## config.mk

```make
export PLATFORM = sky130hd
export DESIGN_NAME = lfu_frame_table
export DESIGN_NICKNAME = d
export VERILOG_FILES = /design/src/rtl/lft_pkg.sv /design/src/rtl/lft_datapath.sv /design/src/rtl/lft_ctrl.sv /design/src/rtl/lfu_frame_table.sv
export SDC_FILE = /design/constraint.sdc
export NUM_CORES = 2
export LEC_CHECK = 0
export BUFFER_PORTS_ARGS = -buffer_cell sky130_fd_sc_hd__buf_2
export CORE_MARGIN = 4
export CORE_UTILIZATION = 45
export DETAILED_ROUTE_END_ITERATION = 6
export RECOVER_POWER = 50
export SLEW_MARGIN = 20
export SYNTH_ARGS = -nofsm -noshare
export SYNTH_HDL_FRONTEND = slang
export SYNTH_SLANG_ARGS = --single-unit
```

## constraint.sdc

```tcl
create_clock -name i_clk -period 7.5 [get_ports i_clk]
set_clock_uncertainty 0.15 [all_clocks]
set_input_delay 2.25 -clock i_clk [delete_from_list [all_inputs] [get_ports i_clk]]
set_output_delay 2.25 -clock i_clk [all_outputs]
set_load 0.01 [all_outputs]
```

## src/rtl/lft_pkg.sv

```systemverilog
// lft_pkg: shared types and codes for the lfu frame table
// no dependencies
package lft_pkg;

    localparam int unsigned FRAME_W  = 16;
    localparam int unsigned PROC_W   = 15;
    localparam int unsigned SFREQ_W  = 16;
    localparam int unsigned COUNT_W  = 5;

    typedef enum logic [1:0] {
        ACT_INSERT = 2'd0,
        ACT_READ   = 2'd1,
        ACT_WRITE  = 2'd2,
        ACT_EVICT  = 2'd3
    } t_action;

    typedef enum logic [1:0] {
        ST_OK      = 2'd0,
        ST_EMPTY   = 2'd1,
        ST_MISSING = 2'd2,
        ST_FULL    = 2'd3
    } t_status;

    // controller to datapath
    typedef struct packed {
        logic load;      // capture the input item
        logic lookup;    // remove the chosen entry and latch its fields
        logic place;     // insert the staged entry in order
        logic finish;    // latch the result item
    } t_lft_cmd;

    // datapath to controller
    typedef struct packed {
        logic    empty;
        logic    full;
        logic    hit;
        t_action action;
    } t_lft_sts;

endpackage

```

## src/rtl/lft_datapath.sv

```systemverilog
// lft_datapath: sorted shift chain of frame entries plus staging and result registers
// depends on lft_pkg
module lft_datapath
    import lft_pkg::*;
#(
    parameter int unsigned CAPACITY  = 16,
    parameter int unsigned FREQ_BITS = 16
) (
    input  logic                 i_clk,
    input  logic                 i_rst_n,
    input  t_lft_cmd             i_cmd,
    output t_lft_sts             o_sts,
    input  logic [1:0]           i_action,
    input  logic [FRAME_W-1:0]   i_frame_index,
    input  logic [PROC_W-1:0]    i_process_id,
    input  logic [SFREQ_W-1:0]   i_start_frequency,
    input  logic                 i_start_dirty,
    input  t_status              i_status,
    output logic [1:0]           o_status,
    output logic [FRAME_W-1:0]   o_out_frame_index,
    output logic [PROC_W-1:0]    o_out_process_id,
    output logic [SFREQ_W-1:0]   o_out_frequency,
    output logic                 o_out_dirty,
    output logic [COUNT_W-1:0]   o_entry_count
);

    localparam int unsigned CNT_W = $clog2(CAPACITY + 1);
    localparam int unsigned IDX_W = (CAPACITY > 1) ? $clog2(CAPACITY) : 1;
    localparam logic [FREQ_BITS-1:0] FREQ_MAX = '1;

    // entry chain, slot 0 is the head
    logic [FRAME_W-1:0]   r_fr [CAPACITY];
    logic [PROC_W-1:0]    r_pr [CAPACITY];
    logic [FREQ_BITS-1:0] r_fq [CAPACITY];
    logic                 r_dt [CAPACITY];
    logic [CNT_W-1:0]     r_held;

    // staged item
    t_action              r_act;
    logic [FRAME_W-1:0]   r_s_fr;
    logic [PROC_W-1:0]    r_s_pr;
    logic [FREQ_BITS-1:0] r_s_fq;
    logic                 r_s_dt;
    logic                 r_hit;

    logic [CAPACITY-1:0]  match;
    logic [CAPACITY-1:0]  first;
    logic [CAPACITY-1:0]  live;
    logic [CAPACITY-1:0]  gt;
    logic [IDX_W-1:0]     hit_idx;
    logic [IDX_W-1:0]     rm_idx;
    logic [IDX_W-1:0]     tail_idx;
    logic [FREQ_BITS-1:0] in_fq;
    logic [FREQ_BITS-1:0] bumped;

    assign tail_idx = IDX_W'(r_held - CNT_W'(1));

    // compare every slot in parallel
    always_comb begin
        hit_idx = '0;
        for (int i = 0; i < CAPACITY; i++) begin
            live[i]  = (CNT_W'(i) < r_held);
            match[i] = live[i] && (r_fr[i] == r_s_fr);
            gt[i]    = live[i] && (r_fq[i] > r_s_fq);
        end
        first = match & ~(match - CAPACITY'(1));
        for (int i = 0; i < CAPACITY; i++) begin
            if (first[i]) begin
                hit_idx = hit_idx | IDX_W'(i);
            end
        end
    end

    assign rm_idx = (r_act == ACT_EVICT) ? tail_idx : hit_idx;

    // input frequency clipped to the stored width; the chosen entry's frequency bumped with saturation
    always_comb begin
        if (FREQ_BITS < SFREQ_W && (i_start_frequency >> FREQ_BITS) != '0) begin
            in_fq = FREQ_MAX;
        end else begin
            in_fq = FREQ_BITS'(i_start_frequency);
        end
        bumped = (r_fq[rm_idx] == FREQ_MAX) ? FREQ_MAX : r_fq[rm_idx] + 1'b1;
    end

    assign o_sts.empty  = (r_held == '0);
    assign o_sts.full   = (r_held >= CNT_W'(CAPACITY));
    assign o_sts.hit    = r_hit;
    assign o_sts.action = r_act;

    // staging registers
    always_ff @(posedge i_clk) begin
        if (!i_rst_n) begin
            r_hit <= 1'b0;
        end else if (i_cmd.load) begin
            r_act  <= t_action'(i_action);
            r_s_fr <= i_frame_index;
            r_s_pr <= i_process_id;
            r_s_fq <= (in_fq == FREQ_MAX) ? FREQ_MAX : in_fq + 1'b1;
            r_s_dt <= i_start_dirty;
            r_hit  <= 1'b0;
        end else if (i_cmd.lookup) begin
            r_hit  <= (r_act == ACT_EVICT) || (match != '0);
            r_s_fr <= r_fr[rm_idx];
            r_s_pr <= r_pr[rm_idx];
            r_s_fq <= (r_act == ACT_EVICT) ? r_fq[rm_idx] : bumped;
            r_s_dt <= r_dt[rm_idx] | (r_act == ACT_WRITE);
        end else if (i_cmd.place) begin
            // a placed entry marks the step as done
            r_hit  <= 1'b1;
        end
    end

    // chain shifts: close the gap on removal, open one on insertion
    always_ff @(posedge i_clk) begin
        if (!i_rst_n) begin
            r_held <= '0;
        end else if (i_cmd.lookup && ((r_act == ACT_EVICT) || (match != '0))) begin
            for (int i = 0; i < CAPACITY - 1; i++) begin
                if (IDX_W'(i) >= rm_idx) begin
                    r_fr[i] <= r_fr[i+1];
                    r_pr[i] <= r_pr[i+1];
                    r_fq[i] <= r_fq[i+1];
                    r_dt[i] <= r_dt[i+1];
                end
            end
            r_held <= r_held - CNT_W'(1);
        end else if (i_cmd.place) begin
            for (int i = 0; i < CAPACITY; i++) begin
                // slot takes its upper neighbor when that neighbor is at or past the gap
                if (i > 0 && live[(i > 0) ? i-1 : 0] && !gt[(i > 0) ? i-1 : 0]) begin
                    r_fr[i] <= r_fr[i-1];
                    r_pr[i] <= r_pr[i-1];
                    r_fq[i] <= r_fq[i-1];
                    r_dt[i] <= r_dt[i-1];
                end
                if ((i == 0 || gt[(i > 0) ? i-1 : 0]) && !gt[i]) begin
                    r_fr[i] <= r_s_fr;
                    r_pr[i] <= r_s_pr;
                    r_fq[i] <= r_s_fq;
                    r_dt[i] <= r_s_dt;
                end
            end
            r_held <= r_held + CNT_W'(1);
        end
    end

    // result register
    always_ff @(posedge i_clk) begin
        if (i_cmd.finish) begin
            o_status      <= i_status;
            o_entry_count <= COUNT_W'(r_held);
            if (i_status == ST_OK) begin
                o_out_frame_index <= r_s_fr;
                o_out_process_id  <= r_s_pr;
                o_out_frequency   <= SFREQ_W'(r_s_fq);
                o_out_dirty       <= r_s_dt;
            end else begin
                o_out_frame_index <= '0;
                o_out_process_id  <= '0;
                o_out_frequency   <= '0;
                o_out_dirty       <= 1'b0;
            end
        end
    end

endmodule

```

## src/rtl/lft_ctrl.sv

```systemverilog
// lft_ctrl: sequencer for insert, access and evict steps and the output handshake
// depends on lft_pkg
module lft_ctrl
    import lft_pkg::*;
(
    input  logic     i_clk,
    input  logic     i_rst_n,
    input  logic     i_valid,
    output logic     o_stall,
    output logic     o_valid,
    input  logic     i_stall,
    input  t_lft_sts i_sts,
    output t_lft_cmd o_cmd,
    output t_status  o_status
);

    typedef enum logic [3:0] {
        S_IDLE   = 4'b0001,
        S_LOOKUP = 4'b0010,
        S_PLACE  = 4'b0100,
        S_DONE   = 4'b1000
    } t_state;

    t_state  r_state, n_state;
    logic    r_valid, n_valid;
    logic    out_free;

    assign out_free = !r_valid || !i_stall;
    assign o_valid  = r_valid;
    assign o_stall  = (r_state != S_IDLE);

    // next state and commands
    always_comb begin
        n_state  = r_state;
        n_valid  = r_valid;
        o_cmd    = '0;
        o_status = ST_OK;
        if (r_valid && !i_stall) begin
            n_valid = 1'b0;
        end
        unique case (r_state)
            S_IDLE: begin
                if (i_valid) begin
                    o_cmd.load = 1'b1;
                    n_state    = S_LOOKUP;
                end
            end
            S_LOOKUP: begin
                if (i_sts.action == ACT_INSERT) begin
                    if (i_sts.full) begin
                        n_state = S_DONE;
                    end else begin
                        o_cmd.place = 1'b1;
                        n_state     = S_DONE;
                    end
                end else if (i_sts.empty) begin
                    n_state = S_DONE;
                end else begin
                    o_cmd.lookup = 1'b1;
                    n_state = (i_sts.action == ACT_EVICT) ? S_DONE : S_PLACE;
                end
            end
            S_PLACE: begin
                if (i_sts.hit) begin
                    o_cmd.place = 1'b1;
                end
                n_state = S_DONE;
            end
            S_DONE: begin
                if (i_sts.action == ACT_INSERT) begin
                    o_status = i_sts.full && !i_sts.hit ? ST_FULL : ST_OK;
                end else if (!i_sts.hit) begin
                    o_status = i_sts.empty ? ST_EMPTY : ST_MISSING;
                end
                if (out_free) begin
                    o_cmd.finish = 1'b1;
                    n_valid      = 1'b1;
                    n_state      = S_IDLE;
                end
            end
            default: n_state = S_IDLE;
        endcase
    end

    always_ff @(posedge i_clk) begin
        if (!i_rst_n) begin
            r_state <= S_IDLE;
            r_valid <= 1'b0;
        end else begin
            r_state <= n_state;
            r_valid <= n_valid;
        end
    end

endmodule

```

## src/rtl/lfu_frame_table.sv

```systemverilog
// lfu_frame_table: frequency ordered page frame table; an item steps through load,
// compare and shift, and result, where the result step waits for a free result
// register, and an access adds a step, as it removes and then reinserts its entry;
// the sorted shift chain compares all slots at once, however many are held.
// Results wait in an output register while the next item is loaded.
module lfu_frame_table
    import lft_pkg::*;
#(
    parameter int unsigned CAPACITY  = 16,
    parameter int unsigned FREQ_BITS = 16
) (
    input  logic               i_clk,
    input  logic               i_rst_n,
    input  logic               i_valid,
    output logic               o_stall,
    input  logic [1:0]         i_action,
    input  logic [FRAME_W-1:0] i_frame_index,
    input  logic [PROC_W-1:0]  i_process_id,
    input  logic [SFREQ_W-1:0] i_start_frequency,
    input  logic               i_start_dirty,
    output logic               o_valid,
    input  logic               i_stall,
    output logic [1:0]         o_status,
    output logic [FRAME_W-1:0] o_out_frame_index,
    output logic [PROC_W-1:0]  o_out_process_id,
    output logic [SFREQ_W-1:0] o_out_frequency,
    output logic               o_out_dirty,
    output logic [COUNT_W-1:0] o_entry_count
);

    t_lft_cmd cmd;
    t_lft_sts sts;
    t_status  status;

    lft_ctrl u_ctrl (
        .i_clk    (i_clk),
        .i_rst_n  (i_rst_n),
        .i_valid  (i_valid),
        .o_stall  (o_stall),
        .o_valid  (o_valid),
        .i_stall  (i_stall),
        .i_sts    (sts),
        .o_cmd    (cmd),
        .o_status (status)
    );

    lft_datapath #(
        .CAPACITY  (CAPACITY),
        .FREQ_BITS (FREQ_BITS)
    ) u_dp (
        .i_clk             (i_clk),
        .i_rst_n           (i_rst_n),
        .i_cmd             (cmd),
        .o_sts             (sts),
        .i_action          (i_action),
        .i_frame_index     (i_frame_index),
        .i_process_id      (i_process_id),
        .i_start_frequency (i_start_frequency),
        .i_start_dirty     (i_start_dirty),
        .i_status          (status),
        .o_status          (o_status),
        .o_out_frame_index (o_out_frame_index),
        .o_out_process_id  (o_out_process_id),
        .o_out_frequency   (o_out_frequency),
        .o_out_dirty       (o_out_dirty),
        .o_entry_count     (o_entry_count)
    );

endmodule

```

Word level (Yosys, flattened, before mapping). Memory sizes are Yosys's and may differ from the RTL's. Cells that the tools add are included.

Reductions and logical operators: 97. Equality and inequality tests: 27. $add $sub $neg: 5. Bitwise logic cells: 124. Multiplexer cells: 391. Order comparisons: 48.

Operator list (number): 16-bit 2-to-1 mux (67); 15-bit 2-to-1 mux (32); 1-bit 2-to-1 mux (263); 16-bit equality test (16); 16-bit greater-than comparator (16); 1-bit OR (121); 1-bit logical AND (65); 4-bit 2-to-1 mux (14); 4-bit by 5-bit less-than comparator with 1-bit output, first input constant (8); 16-bit by 1-bit adder with 16-bit output, second input constant (2); 16-bit equality test, second input constant (2); 4-bit >= comparator, first input constant (7); 3-bit by 5-bit less-than comparator with 1-bit output, first input constant (4); 1-bit zero test (19); 16-bit bitwise AND (1); 3-bit by 4-bit >= comparator with 1-bit output, first input constant (4); 16-bit NOT (1); 4-bit case mux with 4 select lines (1); 16-bit nonzero test (1); 16-bit by 1-bit subtractor with 16-bit output, second input constant (1); 2-bit 2-to-1 mux (7); 3-bit 2-to-1 mux (4); 1-bit by 5-bit less-than comparator with 1-bit output, first input constant (2); 2-bit by 5-bit less-than comparator with 1-bit output, first input constant (2); 22 further kinds (32).

Input port bits: 54. Bits in registers: 116. Logic and storage cells: 711. Memories: 4. Memory bits (writable): 768. Output and inout bits: 57.

Memories: u_dp.r_fq (depth 16, bits a word 16, rd ports 17, clocked after Yosys merged registers in 0, wr ports 16, RTL line lft_datapath.sv:34) `logic [FREQ_BITS-1:0] r_fq [CAPACITY];`; u_dp.r_fr (depth 16, bits a word 16, rd ports 17, clocked after Yosys merged registers in 0, wr ports 16, RTL line lft_datapath.sv:32) `logic [FRAME_W-1:0] r_fr [CAPACITY];`; u_dp.r_pr (depth 16, bits a word 15, rd ports 17, clocked after Yosys merged registers in 0, wr ports 16, RTL line lft_datapath.sv:33) `logic [PROC_W-1:0] r_pr [CAPACITY];`; u_dp.r_dt (depth 16, bits a word 1, rd ports 17, clocked after Yosys merged registers in 0, wr ports 16, RTL line lft_datapath.sv:35) `logic r_dt [CAPACITY];`.

Longest topological paths before layout. An unclocked memory read counts as a cell.

Word-level depth: 29. Gate-level depth with buffers: 24.

By module. From an unflattened synthesis, not the netlist that was laid out.

Cell total of the unflattened synthesis: 6349. Area, all modules: 60987.2 um2.

Modules (own cells, without submodules): lft_datapath (area each 60674.4 um2, times used 1, seq. area each 26335.3 um2, cells each 6313); lft_ctrl (area each 312.8 um2, times used 1, seq. area each 100.1 um2, cells each 36).

Worst setup path after synthesis. OpenSTA, ideal clock, no wires.

Kind: register -> register. Start: register u_dp.r_s_fr[9]. End: memory u_dp.r_dt[8], enable pin. Cell stages (with the launch flop): 17. Arrival time: 7419 ps. Path slack: -589 ps. Setup time: 520 ps. Period minus slack after synthesis: 8089 ps. Path buffers: 6. Cell sequence: edfxtp_1 > buf_6 > xor2_1 > or4_1 > or4b_1 > or4_4 > nand4_1 > nor4_2 > or2_1 > buf_4 > nor2_2 > buf_4 > buf_2 > clkbuf_1 > clkbuf_1 > a31oi_1 > o21ai_0.

RTL lines: start: declaration (RTL line lft_datapath.sv:40) `logic [FRAME_W-1:0] r_s_fr;`; start signal: assignment (RTL line lft_datapath.sv:97) `r_s_fr <= i_frame_index;`; start signal: assignment (RTL line lft_datapath.sv:104) `r_s_fr <= r_fr[rm_idx];`; end: declaration (RTL line lft_datapath.sv:35).

==> key figures <==
STA
  – Setup violators final: 0
  – Minimum clock period: 7.15 ns
  – Fmax: 140 MHz
  – Fin. Hold Viols: 0
  – Total Neg Setup Slack: 0 ns
  – Slew of the pin with the lowest slew margin: 3.71 ns
  – Slew Viols, Final: 386
  – RSZ-0062 raised after global routing: false
  – Max-slew headroom: -1.48
  – Tcrit/Tclk final: 0.954

Pwr
  – Static Leak: 0.0245 uW
  – Max VDD drop: 0.161 mV
  – P per Cell Area: 180 nW/um2

Yosys
  – Synth Warn #: 0
  – Top cells by area, synth: edfxtp_1 (44%), mux2i_1 (10%), nand2_1 (7.3%)
  – Share of the synthesized area in the top cell type: 0.436
  – #FFs+latches synth: 884
  – Syn nets: 6730
  – Register area share after synthesis: 0.440
  – Cells after synthesis: 6414
  – Predominant post-synthesis flop cell: edfxtp_1
  – Syn Std Cell Area: 60100 um2
  – Area leader, netlist: edfxtp_1
  – Number of synthesized flops with an enable pin: 873
  – Netlist cell types: 93
  – Asr flop ratio synth: 0
  – Synth Area per Inst: 9.37 um2

Flow run
  – # Max-Cap Violations: 9

Floorplanning
  – Die Height: 373 um
  – Area of the core: 132000 um2
  – Row count: 133
  – Top-level I/O count: 111
  – Die width: 373 um
  – Starting Density: 0.455
  – Die Area: 139000 um2

Hold path
  – Worst hold-check path type: register to register
  – Cell depth of the worst hold path: 2
  – Hold EP: u_ctrl.o_valid
  – Hold Startpoint: u_ctrl.o_valid

Status
  – Status: finished, violations left
  – Failing checks: max-capacitance violations, max-slew violations

Clock network
  – Maximum root-to-sink buffer count: 3
  – H-Tree Depth: 3
  – Latest clock arrival within the worst-skew pair: 0.76 ns
  – Setup Fix Bufs, Post-CTS: 0
  – Hold-fix buffers, CTS: 0
  – CTS sink cnt: 884
  – Clk pin slew, worst setup/hold paths: 0.06 ns
  – CTS root buffer: clkbuf_16
  – Cts repair resizes: 0
  – CTS tree: done
  – Inserted Clock Buffers: 105

Setup path
  – Critical Path AT: 7.43 ns
  – WP buf/inv: 4
  – Critical-path cell list: clkbuf_1 > inv_1 > ha_1 > nand4_1 > nor2_1 > nor2_1 > nand2_1 > a21oi_1 > nor2b_1 > o21ai_0 > nand2b_1 > a21oi_1 > a21oi_1 > nand2_1 > and2_2 > clkbuf_2 > nor2_1 > clkbuf_2 > a21oi_1
  – Critical-path maximum fanout: 48
  – Slowest-stage cell, CP: clkbuf_2
  – Critical path capture point type: register
  – CP most frequent cell: a21oi_1
  – End of the worst register-to-register path: u_dp.r_fr[1][1]
  – FF-to-FF setup slack: 0.35 ns
  – Top delay family on crit path: buffers and inverters
  – Worst endpoint required time: 7.78 ns
  – R2R depth: 19
  – Setup CP Type: register to register
  – Nature of the critical path startpoint: register
  – Reg2reg start: u_dp.r_s_fq[1]
  – Max incr delay on CP: 1.28 ns

Routing
  – Starting DRC count in detailed routing: 7136
  – Routed WL: 234000 um
  – Drc violations: 0
  – Via count: 52200
  – DRT Pass-1 Iters: 6
  – Detail Route Antenna Nets: 0
  – DR WL/cell: 28.9 um
  – Via density: 6.43

Placement
  – DP HPWL: 160000 um
  – GP Congestion: 0.976
  – Post-DP Area: 62700 um2
  – Buffers on Ports: 110

Layout
  – Final instance area: 65800 um2
  – Share of post-route cells with drive strength above 1: 0.0850
  – Fillers: 12400
  – Layout area overhead: 9.52%
  – Layout Nets: 6594
  – Register area: 26400 um2
  – Multi-input logic area: 31700 um2

Global route
  – First-pass GRT wire length: 340000 um
  – GR Layer Usage met2: 0.490
  – Most used routing layer: met2
  – Met1 usage: 0.449
  – Antenna violations before repair: 5
  – Largest net degree at the start of global routing: 139
  – M3 GR Usage: 0.0788
  – Vias in the first global route: 49000
  – Total global-route track usage: 0.322
  – Grt ovf: 0
-- power breakdown --
| part | switching (uW) | leakage, uW | internal, uW |
|---|---|---|---|
| clock network | 2290 | 0.00166 | 2980 |
| logic | 780 | 0.0164 | 369 |
| registers | 66.3 | 0.00644 | 5390 |
-- registers in the layout, summed over array words and instances (netlist names) --
register,flops
u_ctrl.r_state,4
u_dp.r_act,2
u_dp.r_s_dt,1
u_dp.r_s_pr,15
u_dp.o_out_dirty,1
u_dp.r_pr,240
u_dp.r_hit,1
u_dp.o_out_frequency,16
u_ctrl.o_valid,1
u_dp.r_dt,16
u_dp.o_status,2
u_dp.r_s_fq,16
u_dp.r_fr,256
u_dp.r_held,5
u_dp.o_entry_count,5
u_dp.o_out_frame_index,16
u_dp.r_fq,256
u_dp.o_out_process_id,15
u_dp.r_s_fr,16
-- worst max-delay path by stage --
| stage | start | endpoint | slack, ns | cells past startpoint |
|---|---|---|---|---|
| 6_report | u_dp.r_s_fq[1] | u_dp.r_fr[1][1] | 0.35 | 19 |
| 5_1_grt | u_dp.r_s_fq[1] | u_dp.r_fr[1][5] | 0.25 | 19 |
| 4_1_cts | u_dp.r_s_fr[12] | u_dp.r_pr[13][14] | 1.03 | 12 |
| 3_5_place_dp | u_dp.r_s_fr[12] | u_dp.r_pr[13][10] | 1.04 | 12 |
| 3_3_place_gp | u_dp.r_s_fr[12] | u_dp.r_pr[13][10] | 1.10 | 12 |
| 2_1_floorplan | u_dp.r_s_fr[9] | u_dp.r_dt[10] | 0.03 | 14 |
-- worst reg2reg max path, delay by kind of cell (launching register included) --
kind            cells  cell delay, ns
buf+inv             4            3.33
compound gates      5            1.00
flops               1            0.32
fa+ha+maj           1            0.44
simple gates        9            1.60
-- per-stage QoR --
stage	total power, uW	util	std cells	worst slack [ns]	hold WS (ns)
after floorplan	6240	-	6414	0.0256	0.276
after global placement	6660	0.474	7925	1.10	0.383
after detailed placement	6680	0.474	7925	1.04	0.395
after CTS	11900	0.500	8116	1.03	0.407
after global routing	12200	0.498	8117	0.246	0.439
final	11900	0.498	8120	0.346	0.383
-- area by class of cell --
cell class                      instances  area share
Clock inverter                         68      0.0109
Tap cell                             1755      0.0334
Antenna cell                            3    0.000114
Timing Repair Buffer                  269      0.0271
Inverter                               66     0.00376
Clock buffer                          123      0.0413
Multi-Input combinational cell       4952       0.482
Sequential cell                       884       0.402
-- kinds of logic after synthesis --
logic type / count (synthesis) / share of synthesized area
buffers and inverters: 578 / 0.0387
adders and majority gates: 262 / 0.0546
xor gates and xnor gates: 284 / 0.0414
and+or+nand+nor: 2336 / 0.175
DFF: 884 / 0.440
muxes: 717 / 0.122
AOI/OAI and AO/OA: 1353 / 0.129
-- layout by cell type (no fill, tap or decap), types with 108 or more instances in the layout --
master / instances
buf_4: 114
o21ai_0: 548
nand3_1: 356
a21oi_1: 354
o22ai_1: 157
xor2_1: 141
ha_1: 262
nor2_1: 368
xnor2_1: 143
edfxtp_1: 873
nand2_1: 1166
nand4_1: 108
mux2i_1: 617
-- cell usage after synthesis (8+ instances only) --
| cell type | count |
|---|---|
| buf_4 | 11 |
| or3_1 | 12 |
| a211oi_1 | 8 |
| buf_2 | 50 |
| mux2_2 | 99 |
| a31oi_1 | 18 |
| o211ai_1 | 56 |
| nand3_1 | 359 |
| nand2b_1 | 39 |
| nor4_1 | 56 |
| clkbuf_1 | 390 |
| and3_1 | 11 |
| edfxtp_1 | 873 |
| nor3_1 | 33 |
| o21ai_0 | 552 |
| nor2b_1 | 79 |
| nand2_1 | 1167 |
| inv_1 | 66 |
| mux2i_1 | 617 |
| xor2_1 | 141 |
| or2_2 | 9 |
| dfxtp_1 | 11 |
| nand4_1 | 108 |
| a22oi_1 | 48 |
| a21oi_1 | 357 |
| o21a_1 | 53 |
| ha_1 | 262 |
| or4_1 | 11 |
| nor2_1 | 373 |
| o22ai_1 | 158 |
| xnor2_1 | 143 |
| and2_1 | 14 |
| buf_1 | 53 |
| a21o_1 | 36 |
-- per-layer routing --
layer / wire length (um) / vias to the layer above / part of all wire
li1: - / 23100 / -
met5: 13 / - / 0.000055
met3: 25600 / 507 / 0.11
met2: 103000 / 3020 / 0.44
met4: 9140 / 2 / 0.039
met1: 96700 / 25500 / 0.41
No activity file was read; power rests on OpenSTA's default activity.
